`src/irc_pkg.sv`:
```
// Shared types and constants of the image row and column projection core.
// Used by the controller, the datapath and the top level; depends on nothing.
package irc_pkg;

  // Field widths fixed by the stream format.
  localparam int SUM_BITS    = 27;
  localparam int POS_W       = 9;
  localparam int OUT_TDATA_W = ((POS_W + SUM_BITS + 7) / 8) * 8;

  // Configuration port.
  localparam int CFG_DIM_W  = 10;
  localparam int CFG_CH_W   = 3;
  localparam int CFG_DATA_W = 10;
  localparam int CFG_ADDR_W = 2;

  localparam logic [CFG_ADDR_W-1:0] REG_ROWS     = 2'd0;
  localparam logic [CFG_ADDR_W-1:0] REG_COLS     = 2'd1;
  localparam logic [CFG_ADDR_W-1:0] REG_CHANNELS = 2'd2;

  localparam logic [CFG_DIM_W-1:0] ROWS_RST     = 10'd512;
  localparam logic [CFG_DIM_W-1:0] COLS_RST     = 10'd512;
  localparam logic [CFG_CH_W-1:0]  CHANNELS_RST = 3'd1;

  // Request and result codes.
  localparam logic OP_PIXEL = 1'b0;
  localparam logic OP_READ  = 1'b1;
  localparam logic KIND_ROW = 1'b0;
  localparam logic KIND_COL = 1'b1;

  // Controller to datapath commands.
  typedef struct packed {
    logic accept;  // latch the request, RAM read issued
    logic calc;    // RAM data valid: update sums and counters
    logic emit;    // move the pending result into the output register
  } ctrl_cmd_t;

  // Datapath to controller status.
  typedef struct packed {
    logic produce;   // the request in calc yields a result
    logic out_free;  // the output register can take a result this cycle
  } ctrl_status_t;

endpackage

```
`src/irc_ctrl.sv`:
```
// Controller state machine of the projection core.
// Depends on irc_pkg for the command and status structs.
module irc_ctrl (
  input  logic                  clk_i,
  input  logic                  rst_ni,
  input  logic                  s_tvalid_i,
  output logic                  s_tready_o,
  input  irc_pkg::ctrl_status_t status_i,
  output irc_pkg::ctrl_cmd_t    cmd_o
);
  import irc_pkg::*;

  typedef enum logic [2:0] {
    ST_IDLE = 3'b001,
    ST_CALC = 3'b010,
    ST_EMIT = 3'b100
  } state_e;

  state_e state_q, state_d;

  always_comb begin
    state_d    = state_q;
    s_tready_o = 1'b0;
    cmd_o      = '0;
    unique case (state_q)
      ST_IDLE: begin
        s_tready_o   = 1'b1;
        cmd_o.accept = s_tvalid_i;
        if (s_tvalid_i) begin
          state_d = ST_CALC;
        end
      end
      ST_CALC: begin
        cmd_o.calc = 1'b1;
        state_d    = status_i.produce ? ST_EMIT : ST_IDLE;
      end
      ST_EMIT: begin
        cmd_o.emit = status_i.out_free;
        if (status_i.out_free) begin
          state_d = ST_IDLE;
        end
      end
      default: state_d = ST_IDLE;
    endcase
  end

  always_ff @(posedge clk_i or negedge rst_ni) begin
    if (!rst_ni) begin
      state_q <= ST_IDLE;
    end else begin
      state_q <= state_d;
    end
  end

endmodule

```
`config.mk`:
```
export PLATFORM = sky130hd
export DESIGN_NAME = irc_ctrl
export DESIGN_NICKNAME = d
export VERILOG_FILES = /design/src/irc_pkg.sv /design/src/irc_ctrl.sv
export SDC_FILE = /design/constraint.sdc
export NUM_CORES = 1
export LEC_CHECK = 0
export BUFFER_PORTS_ARGS = -buffer_cell sky130_fd_sc_hd__buf_2
export CORE_AREA = 2 2 39 41
export DETAILED_ROUTE_END_ITERATION = 10
export DIE_AREA = 0 0 41 43
export SYNTH_ARGS = -nofsm -noshare
export SYNTH_HDL_FRONTEND = slang
export SYNTH_SLANG_ARGS = --single-unit
```
`constraint.sdc`:
```
create_clock -name clk_i -period 1.3 [get_ports clk_i]
set_input_delay 0.195 -clock clk_i [delete_from_list [all_inputs] [get_ports clk_i]]
set_output_delay 0.195 -clock clk_i [all_outputs]
set_load 0.01 [all_outputs]
```
==> summary.md, run 1 <==
| Metric | Value |
|---|---|
| First-pass GRT wire length | `between 600 and 700 µm` |
| Number of register bits inferred by synthesis | `3` |
| Cells after synthesis | `12` |
| Smallest hold slack | `about 270 ps` |
| Share of synthesized registers carrying an async set or reset | `100.0%` |
| Clock tree from TritonCTS | `yes` |
| Total die area | `about 0.0018 mm²` |
| Final weighted congestion in routability-driven placement | `0.6535` |
| Hold Path Stages | `3` |
| Vias per cell | `about 3.7` |
| Total global routing overflow | `0` |
| TritonRoute pass-1 iters | `2` |
| Post-synth EDFFs | `0` |
| CTS clock-pin slew for the worst setup and hold paths | `approximately 40 ps` |
| Setup slack of the worst register-to-register path | `approximately 40 ps` |
| Final critical-path share of the clock period | `104.7%` |
| Number of violations of the max-capacitance limit | `0` |
| Critical Path Fanout Max | `7` |
| Register ranked first by flip-flop count | `state_q` |
| Buffers & Inverters on Critical Path | `1` |
| Worst r2r path cells | `2` |
| DRC viols | `0` |
| Maximum resistive drop on vdd | `~0.66 mV` |
| Origin of the critical flop-to-flop path | `state_q[1]` |
| Clock latency reported for the late side of the worst-skew pair | `~230 ps` |
| Required time of the critical path | `1110 ps` |
| Syn avg cell area | `13.35 µm²` |
| Type of the worst setup path | `register to output port` |
| Number of antenna-violating nets in the routed design | `0` |
| Minimum clock period | `between 1000 and 1500 ps` |
| Endpoint of the most critical register-to-register path | `state_q[0]` |
| Top cells by area, synth | `dfrtp_1, dfstp_2, and4bb_2, nor3b_1, or4bb_1` |
| Layout overhead on the synthesized area | `78.12%` |
| Die height | `43 µm` |
| Share of the yosys chip area belonging to registers | `a little under half` |
| TritonCTS Sinks | `3` |
| Family with the most delay on the worst path | `flip-flops` |
| Area of the placeable core | `0.001384 mm²` |
| Worst endpoint data arrival time | `around 1200 ps` |
| Number of endpoints with negative hold slack in the final report | `0` |
| Starting utilization of the core area | `between 10% and 20%` |
| Horizontal extent of the die | `41 µm` |
| Number of warnings issued by yosys | `0` |
| Class of the tightest hold or removal check | `input port to register` |
| Endpoint, Worst Hold | `state_q[2]` |
| Clock Tree Root | `clkbuf_4` |
| Total routing usage reported by global routing | `under 10%` |
| CP Capture Type | `output port` |
| Min-delay src | `status_i[0]` |
| Antenna violations before repair | `0` |
| Slowest stage cell on the critical path | `dfstp_2` |
| Post-synthesis net count | `17` |
| Port Buffers | `8` |
| Final antenna diode count | `0` |
| Pre-CTS setup slack | `77.05 ps` |
| Power per Cell Area | `roughly 1500 mW/mm²` |
| Final net count | `31` |
| Synth top cells by count | `and4bb_2, dfrtp_1, nor3b_1` |
| Relative slew slack | `between 80% and 90%` |
| IO Pins | `9` |
| Setup Total Neg Slack | `-104.2 ps` |
| Leakage power total | `0.0001269 µW` |
| Unique cell type count in the Yosys netlist | `9` |
| Number of design-rule violations left by the first detailed-router iteration | `3` |
| Crit-path cells | `nor4bb_4, buf_2` |
| Startpoint type of the worst setup path | `register` |
| Worst slew pin tran | `just over 200 ps` |
| Max Freq | `about 730 MHz` |
| Fraction of post-synthesis cell area in the top cell type by area | `between 30% and 40%` |
| Failing checks | `negative setup slack` |
| Pins over their slew limit | `0` |
| Fill count | `~150` |
| TritonCTS Buffers | `3` |
| Vias in the first global route | `164` |
| Largest area contributor in the synthesized netlist | `dfrtp_1` |
| Buffers from clock root to sink, at most | `2` |
| H-tree levels | `1` |
| Total detailed-routing wirelength | `403 µm` |
| Maximum number of pins on one net before global-route repair | `8` |
| Std-Cell Rows | `14` |
| Biggest regs | `state_q x3` |
| Synth Flop Type | `dfrtp_1` |
| Maximum cell stage delay along the critical path | `between 500 and 600 ps` |
| Unrepaired setup endpoints after global routing | `yes` |
| Number of flip-flops under the largest register name | `3` |
| Ratio of cells with drive above 1 in the final layout | `between 70% and 80%` |
| Setup skew after layout | `2.637 ps` |
| Mapped cell area | `160.2 µm²` |
| Final setup fails | `2` |
| Via count | `~150` |
| Post-layout worst setup margin | `-60.73 ps` |
| Result of the run | `finished, violations left` |
| Drt wl/cell | `roughly 9.8 µm` |
-- where the power goes --
part	switching, µW	leakage, µW	internal [µW]	total, µW
logic	35.3	0.0000776	72.6	108
registers	32.4	0.0000343	120	152
clock network	43.4	0.0000150	115	158
-- routing by layer --
metal	vias to the layer above	track usage (%)	share of wire (%)
met5	-	0	0
met4	0	2.000	0
met3	0	4.712	9.2
met2	9	9.063	45
met1	69	6.149	46
li1	74	-	-
-- cell families after synthesis --
group            synth area share, %
and+or+nand+nor                52.34
DFF                            47.66
-- layout by cell type, fill, tap and decap left out --
master         Yosys  final
and3b_1            1      1
and4bb_2           2      2
buf_2              0      7
buf_6              0      1
clkbuf_1           0      1
clkbuf_4           0      3
dfrtp_2            0      2
dfstp_2            1      1
dlygate4sd3_1      0      1
nand2_1            1      1
nor3b_1            2      1
nor3b_2            0      1
nor4bb_4           0      1
or4b_1             1      1
or4bb_1            1      1
-- worst max path at each step --
| stage | startpoint | cells after the start | slack, ps | end |
|---|---|---|---|---|
| 6_report | state_q[0] | 2 | -60 | cmd_o[2] |
| 3_3_place_gp | state_q[0] | 2 | 80 | cmd_o[2] |
| 4_1_cts | state_q[0] | 2 | -80 | cmd_o[2] |
| 3_5_place_dp | state_q[1] | 2 | 80 | state_q[0] |
| 5_1_grt | state_q[0] | 2 | -150 | cmd_o[2] |
| 2_1_floorplan | state_q[0] | 2 | 10 | state_q[0] |
-- worst reg2reg max path: stages, from the launching register on --
cell and delay [ps]:
dfrtp_2 440, or4b_1 550, and3b_1 190
-- metrics by stage --
| step | cell area (µm²) | utilization (%) | power, µW | instances |
|---|---|---|---|---|
| after floorplan | 160.2 | - | 193.7 | 12 |
| after CTS | 282.8 | 20.43 | 427.5 | 41 |
| final | 285.3 | 20.61 | 418.6 | 41 |
| after detailed placement | 220.2 | 15.91 | 233.5 | 36 |
| after global routing | 285.3 | 20.61 | 450.4 | 41 |
| after global placement | 220.2 | 15.91 | 232.6 | 36 |
-- area by class of cell --
cell class	instances	area (µm²)	share of cell area, %
multi-input combinational	9	103.9	36.40
sequential	3	78.83	27.63
timing repair buffer	9	56.30	19.74
clock buffer	4	26.28	9.211
tap	16	20.02	7.018
-- what timing repair did --
item / CTS / global route
hold endpoints to repair: 3 / 0
setup endpoints to repair: 3 / 5
hold buffers: 1 / 0
resized for setup: 4 / 2
pin swaps: 0 / 0
buffers inserted: 0 / 0
Note: power is estimated with default switching activity, not from simulation.
==> run 2, diff against run 1 <==
==> constraint.sdc (replaced) <==
create_clock -name clk_i -period 1.1 [get_ports clk_i]
set_input_delay 0.165 -clock clk_i [delete_from_list [all_inputs] [get_ports clk_i]]
set_output_delay 0.165 -clock clk_i [all_outputs]
set_load 0.01 [all_outputs]
==> summary.md, run 2 (synthesized netlist as in run 1, its figures left out) <==
| Metric | Value |
|---|---|
| Result of the run | `finished, violations left` |
| Failing checks | `negative setup slack` |
| First-pass GRT wire length | `765 µm (+13%)` |
| Leakage power total | `0.0001391 µW (+9.7%)` |
| Clock Tree Root | `clkbuf_4` |
| IO Pins | `9 (unchanged)` |
| Area of the placeable core | `0.001384 mm² (unchanged)` |
| Most used cells in the layout excluding fill and tap cells | `buf_2, clkbuf_4, buf_6` |
| Critical Path Fanout Max | `7 (unchanged)` |
| Min-delay src | `status_i[0]` |
| Class of the tightest hold or removal check | `input port to register` |
| Worst endpoint data arrival time | `1180 ps (about the same)` |
| Maximum number of pins on one net before global-route repair | `8 (unchanged)` |
| Origin of the critical flop-to-flop path | `state_q[1]` |
| CTS clock-pin slew for the worst setup and hold paths | `40 ps (about the same)` |
| Required time of the critical path | `940 ps (-170 ps)` |
| Relative slew slack | `86.44% (-0.091 points)` |
| Total detailed-routing wirelength | `434 µm (+7.7%)` |
| Fraction of power consumed by combinational cells | `29.1% (+3.3 points)` |
| Portion of total power attributed to sequential cells | `33.9% (-2.5 points)` |
| Buffers from clock root to sink, at most | `2 (unchanged)` |
| Pins over their slew limit | `0 (unchanged)` |
| Max Freq | `743.0 MHz` |
| Vias in the first global route | `181 (+10%)` |
| Total die area | `0.001763 mm² (unchanged)` |
| Port Buffers | `8 (unchanged)` |
| Layout overhead on the synthesized area | `92.19%` |
| Hold Path Stages | `3 (unchanged)` |
| Number of endpoints with negative hold slack in the final report | `0 (unchanged)` |
| Maximum resistive drop on vdd | `0.9266 mV (+41%)` |
| Setup slack of the worst register-to-register path | `-140 ps (-180 ps)` |
| P_sw | `144.8 µW (+30%)` |
| Via count | `167 (+9.9%)` |
| Die height | `43 µm (unchanged)` |
| Fill count | `158 (+3.3%)` |
| TritonCTS Buffers | `3 (unchanged)` |
| Final critical-path share of the clock period | `122.4%` |
| Post-layout utilization of the core | `22.24% (+1.6 points)` |
| HPWL after DPL | `306 µm` |
| Total global routing overflow | `0 (unchanged)` |
| Endpoint, Worst Hold | `state_q[2]` |
| DRC viols | `0 (unchanged)` |
| Smallest hold slack | `213.7 ps (-54.54 ps)` |
| Final antenna diode count | `0 (unchanged)` |
| Final setup fails | `6 (+4)` |
| Number of flip-flops under the largest register name | `3 (unchanged)` |
| Minimum clock period | `between 1000 and 1500 ps` |
| Unrepaired setup endpoints after global routing | `yes` |
| Post-layout worst setup margin | `-246.0 ps (-185.2 ps)` |
| Worst slew pin tran | `203.0 ps (+1.370 ps)` |
| H-tree levels | `1 (unchanged)` |
| Startpoint type of the worst setup path | `register` |
| Register ranked first by flip-flop count | `state_q` |
| CP Capture Type | `output port` |
| Starting utilization of the core area | `11.57% (unchanged)` |
| Power Internal | `382.6 µW (+24%)` |
| Switching fraction of total power | `27.45% (+0.91 points)` |
| Area taken by flip-flops and latches | `78.83 µm² (unchanged)` |
| Drt wl/cell | `10.09 µm (+2.7%)` |
| TritonCTS Sinks | `3 (unchanged)` |
| Std-Cell Rows | `14 (unchanged)` |
| Power per Cell Area | `1713 mW/mm² (+17%)` |
| Vias per cell | `3.884 (+4.8%)` |
| Biggest regs | `state_q x3` |
| Ratio of cells with drive above 1 in the final layout | `74.07% (+2.1 points)` |
| Total routing usage reported by global routing | `6.935% (+0.90 points)` |
| Leading cell type in the layout, fill and taps excluded | `buf_2` |
| TritonRoute pass-1 iters | `1 (-1)` |
| Clock latency reported for the late side of the worst-skew pair | `230 ps (about the same)` |
| Portion of total power attributed to the clock network | `37.0% (-0.8 points)` |
| Pre-CTS setup slack | `-114.0 ps (-191.0 ps)` |
| Number of antenna-violating nets in the routed design | `0 (unchanged)` |
| Endpoint of the most critical register-to-register path | `state_q[0]` |
| Final weighted congestion in routability-driven placement | `0.6616 (+1.2%)` |
| Final net count | `33 (+6.5%)` |
| Footprint of the multi-input gates | `103.9 µm² (unchanged)` |
| Worst r2r path cells | `2 (unchanged)` |
| Clock tree from TritonCTS | `yes` |
| Number of violations of the max-capacitance limit | `0 (unchanged)` |
| Antenna violations before repair | `0 (unchanged)` |
| Horizontal extent of the die | `41 µm (unchanged)` |
| Number of design-rule violations left by the first detailed-router iteration | `0 (-3)` |
| Setup skew after layout | `1.806 ps (-0.8311 ps)` |
| Type of the worst setup path | `register to output port` |
## run 2: cell count changes in the layout (fill, tap and decap cells not counted)
cell,delta
buf_6,+2
## run 2: area by class of cell
type                            instances  area share (%)
Timing Repair Buffer                   11           25.61
Clock buffer                            4           8.537
Multi-Input combinational cell          9           33.74
Tap cell                               16           6.504
Sequential cell                         3           25.61
## run 2: power by group through the flow
stage	combinational, µW	clock (µW)	sequential (µW)
2_1_floorplan	72.9	0	163
3_3_place_gp	126	0	172
3_5_place_dp	127	0	173
4_1_cts	150	201	179
5_1_grt	168	218	186
6_report	153	195	179
## run 2: worst max path at each step
stage,startpoint,end,slack [ps],depth (start not counted)
after floorplan,state_q[0],state_q[0],-70,2
after global placement,state_q[1],state_q[0],-110,2
after detailed placement,state_q[1],state_q[0],-110,2
after CTS,state_q[0],cmd_o[2],-260,2
after global routing,state_q[0],cmd_o[2],-320,2
final,state_q[0],cmd_o[2],-250,2
## run 2: routing by layer
layer | track usage, % | wire (µm) | share of wire, %
met1 | 7.742 | 192 | 44
met2 | 9.063 | 179 | 41
met3 | 6.806 | 62 | 14
met4 | 2.000 | 0 | 0
met5 | 0 | 0 | 0
## run 2: through the flow
step | power (µW) | cell area [µm²] | std cells | TNS [ps]
4_1_cts | 529.9 | 300.3 | 43 | -1048
6_report | 527.4 | 307.8 | 43 | -969.4
3_5_place_dp | 299.6 | 241.5 | 38 | -153.3
2_1_floorplan | 235.9 | 166.4 | 12 | -66.84
5_1_grt | 572.3 | 307.8 | 43 | -1334
3_3_place_gp | 297.6 | 241.5 | 38 | -156.4
## run 2: worst max-delay path, stage by stage, from the launching register on
cell and delay [ps]:
dfstp_2 570, nor4bb_4 210, buf_2 170
## run 2: repair_timing
item,in CTS,in global routing
pin swaps,0,1
endpoints found under the setup margin,6,6
hold endpoints to repair,3,0
setup buffers,0,0
gates resized for setup,5,2
hold buffers,1,0
==> run 3, diff against run 2 <==
--- a/config.mk
+++ b/config.mk
@@ -6,9 +6,12 @@
 export NUM_CORES = 1
 export LEC_CHECK = 0
 export BUFFER_PORTS_ARGS = -buffer_cell sky130_fd_sc_hd__buf_2
+export CELL_PAD_IN_SITES_DETAIL_PLACEMENT = 1
+export CELL_PAD_IN_SITES_GLOBAL_PLACEMENT = 2
 export CORE_AREA = 2 2 39 41
 export DETAILED_ROUTE_END_ITERATION = 10
 export DIE_AREA = 0 0 41 43
+export PLACE_DENSITY_LB_ADDON = 0.1
 export SYNTH_ARGS = -nofsm -noshare
 export SYNTH_HDL_FRONTEND = slang
 export SYNTH_SLANG_ARGS = --single-unit
==> constraint.sdc (replaced) <==
create_clock -name clk_i -period 1.15 [get_ports clk_i]
set_input_delay 0.1725 -clock clk_i [delete_from_list [all_inputs] [get_ports clk_i]]
set_output_delay 0.1725 -clock clk_i [all_outputs]
set_load 0.01 [all_outputs]
==> summary.md, run 3 (synthesized netlist as in run 1, its figures left out) <==
| Metric | Value |
|---|---|
| Post-layout worst setup margin | `-211.8 ps (+34.17 ps)` |
| Critical Path Fanout Max | `7 (unchanged)` |
| Pins over their slew limit | `0 (unchanged)` |
| Worst r2r path cells | `2 (unchanged)` |
| Maximum number of pins on one net before global-route repair | `8 (unchanged)` |
| Min-delay src | `status_i[0]` |
| Drt wl/cell | `10.98 µm (+8.8%)` |
| Most used cells in the layout excluding fill and tap cells | `buf_2, clkbuf_4, and4bb_2, buf_6, dfrtp_2` |
| Relative slew slack | `86.26% (-0.19 points)` |
| Startpoint type of the worst setup path | `register` |
| Class of the tightest hold or removal check | `input port to register` |
| Final design area excluding fillers | `304.0 µm² (-1.2%)` |
| H-tree levels | `1 (unchanged)` |
| Setup skew after layout | `2.704 ps (+0.8982 ps)` |
| Setup slack of the worst register-to-register path | `-60 ps (+80 ps)` |
| Total routing usage reported by global routing | `8.032% (+1.1 points)` |
| Clock latency reported for the late side of the worst-skew pair | `230 ps (about the same)` |
| Number of design-rule violations left by the first detailed-router iteration | `0 (unchanged)` |
| Clock tree from TritonCTS | `yes` |
| TritonCTS Buffers | `3 (unchanged)` |
| Worst slew pin tran | `205.8 ps (+2.781 ps)` |
| First-pass GRT wire length | `807 µm (+5.5%)` |
| CP Capture Type | `output port` |
| Power per Cell Area | `1641 mW/mm² (-4.2%)` |
| Layout overhead on the synthesized area | `89.84%` |
| Final setup fails | `5 (-1)` |
| Port Buffers | `8 (unchanged)` |
| CP startpoint | `state_q[0]` |
| Cell count after placement | `38 (unchanged)` |
| Endpoint, Worst Hold | `state_q[2]` |
| Post-place instance area | `241.5 µm² (unchanged)` |
| Maximum resistive drop on vdd | `0.3027 mV (-67%)` |
| Result of the run | `finished, violations left` |
| Required time of the critical path | `980 ps (+40 ps)` |
| Final net count | `33 (unchanged)` |
| Post-CTS Setup Bufs | `0 (unchanged)` |
| Setup Total Neg Slack | `-750.8 ps (+218.5 ps)` |
| Unrepaired setup endpoints after global routing | `yes` |
| Total detailed-routing wirelength | `472 µm (+8.8%)` |
| Number of flip-flops under the largest register name | `3 (unchanged)` |
| Final antenna diode count | `0 (unchanged)` |
| Count of non-filler cells in the finished layout | `43 (unchanged)` |
| Area of the placeable core | `0.001384 mm² (unchanged)` |
| Ratio of cells with drive above 1 in the final layout | `74.07% (unchanged)` |
| Horizontal extent of the die | `41 µm (unchanged)` |
| CTS clock-pin slew for the worst setup and hold paths | `30 ps (about the same)` |
| Failing checks | `negative setup slack` |
| Max Freq | `734.3 MHz` |
| Number of violations of the max-capacitance limit | `0 (unchanged)` |
| Number of antenna-violating nets in the routed design | `0 (unchanged)` |
| Clock Tree Root | `clkbuf_4` |
| Origin of the critical flop-to-flop path | `state_q[2]` |
| Leading cell type in the layout, fill and taps excluded | `buf_2` |
| Buffers from clock root to sink, at most | `2 (unchanged)` |
| HPWL after DPL | `339.6 µm (+11%)` |
| Via count | `175 (+4.8%)` |
| Std-Cell Rows | `14 (unchanged)` |
| Vias per cell | `4.070 (+4.8%)` |
| DRC viols | `0 (unchanged)` |
| Type of the worst setup path | `register to output port` |
| Starting utilization of the core area | `11.57% (unchanged)` |
| Register ranked first by flip-flop count | `state_q` |
| TritonCTS Sinks | `3 (unchanged)` |
| Vias in the first global route | `188 (+3.9%)` |
| Antenna violations before repair | `0 (unchanged)` |
| Minimum clock period | `roughly 1400 ps` |
| Worst endpoint data arrival time | `1190 ps (about the same)` |
| IO Pins | `9 (unchanged)` |
| Final weighted congestion in routability-driven placement | `0.7120 (+7.6%)` |
| Final critical-path share of the clock period | `118.4%` |
| Hold Path Stages | `3 (unchanged)` |
| Leakage power total | `0.0001381 µW (-0.71%)` |
| Biggest regs | `state_q x3` |
| Endpoint of the most critical register-to-register path | `state_q[0]` |
| Total global routing overflow | `0 (unchanged)` |
| Die height | `43 µm (unchanged)` |
| TritonRoute pass-1 iters | `1 (unchanged)` |
| Total die area | `0.001763 mm² (unchanged)` |
| Number of endpoints with negative hold slack in the final report | `0 (unchanged)` |
run 3: layer usage:
| metal | vias up | GRT usage, % | wire (µm) |
|---|---|---|---|
| li1 | 81 | - | - |
| met1 | 79 | 7.717 | 164 |
| met2 | 10 | 10.00 | 232 |
| met3 | 5 | 3.141 | 37 |
| met4 | 0 | 12.00 | 36 |
| met5 | - | 0 | 0 |
run 3: worst max-delay path by stage:
stage	endpoint	slack (ps)	depth (start not counted)
2_1_floorplan	state_q[0]	-20	2
3_3_place_gp	state_q[0]	-60	2
3_5_place_dp	state_q[0]	-70	2
4_1_cts	cmd_o[2]	-220	2
5_1_grt	cmd_o[2]	-300	2
6_report	cmd_o[2]	-210	2
run 3: per-stage QoR:
step	setup slack, ps	power [µW]	hold WS, ps	util (%)
after floorplan	-16.84	225.7	-123.1	-
after global placement	-62.85	290.8	-33.50	17.45
after detailed placement	-74.77	293.4	-29.01	17.45
after CTS	-224.5	510.1	227.1	21.70
after global routing	-299.4	551.6	242.4	21.97
final	-211.8	498.9	231.0	21.97
run 3: cell type report:
cell class              count  area, µm²
repair buffers             11      75.07
flip-flops and latches      3      78.83
clock buffers               4      26.28
well taps                  16      20.02
fillers                   168       1080
multi-input cells           9      103.9
run 3: timing repair:
item | 4_1_cts | 5_1_grt
endpoints found under the hold margin | 3 | 0
setup endpoints to repair | 5 | 5
pin swaps | 2 | 1
hold buffers | 1 | 0
gates resized for setup | 5 | 1
run 3: power by group:
group / switching [µW] / total [µW] / internal (µW)
Combinational: 47.9 / 143 / 95.6
Sequential: 35.8 / 172 / 136
Clock: 53.9 / 184 / 130
run 3: worst max-delay path, cell delays in order (launching register included):
cell and delay (ps):
dfstp_2 570, nor4bb_4 220, buf_2 170
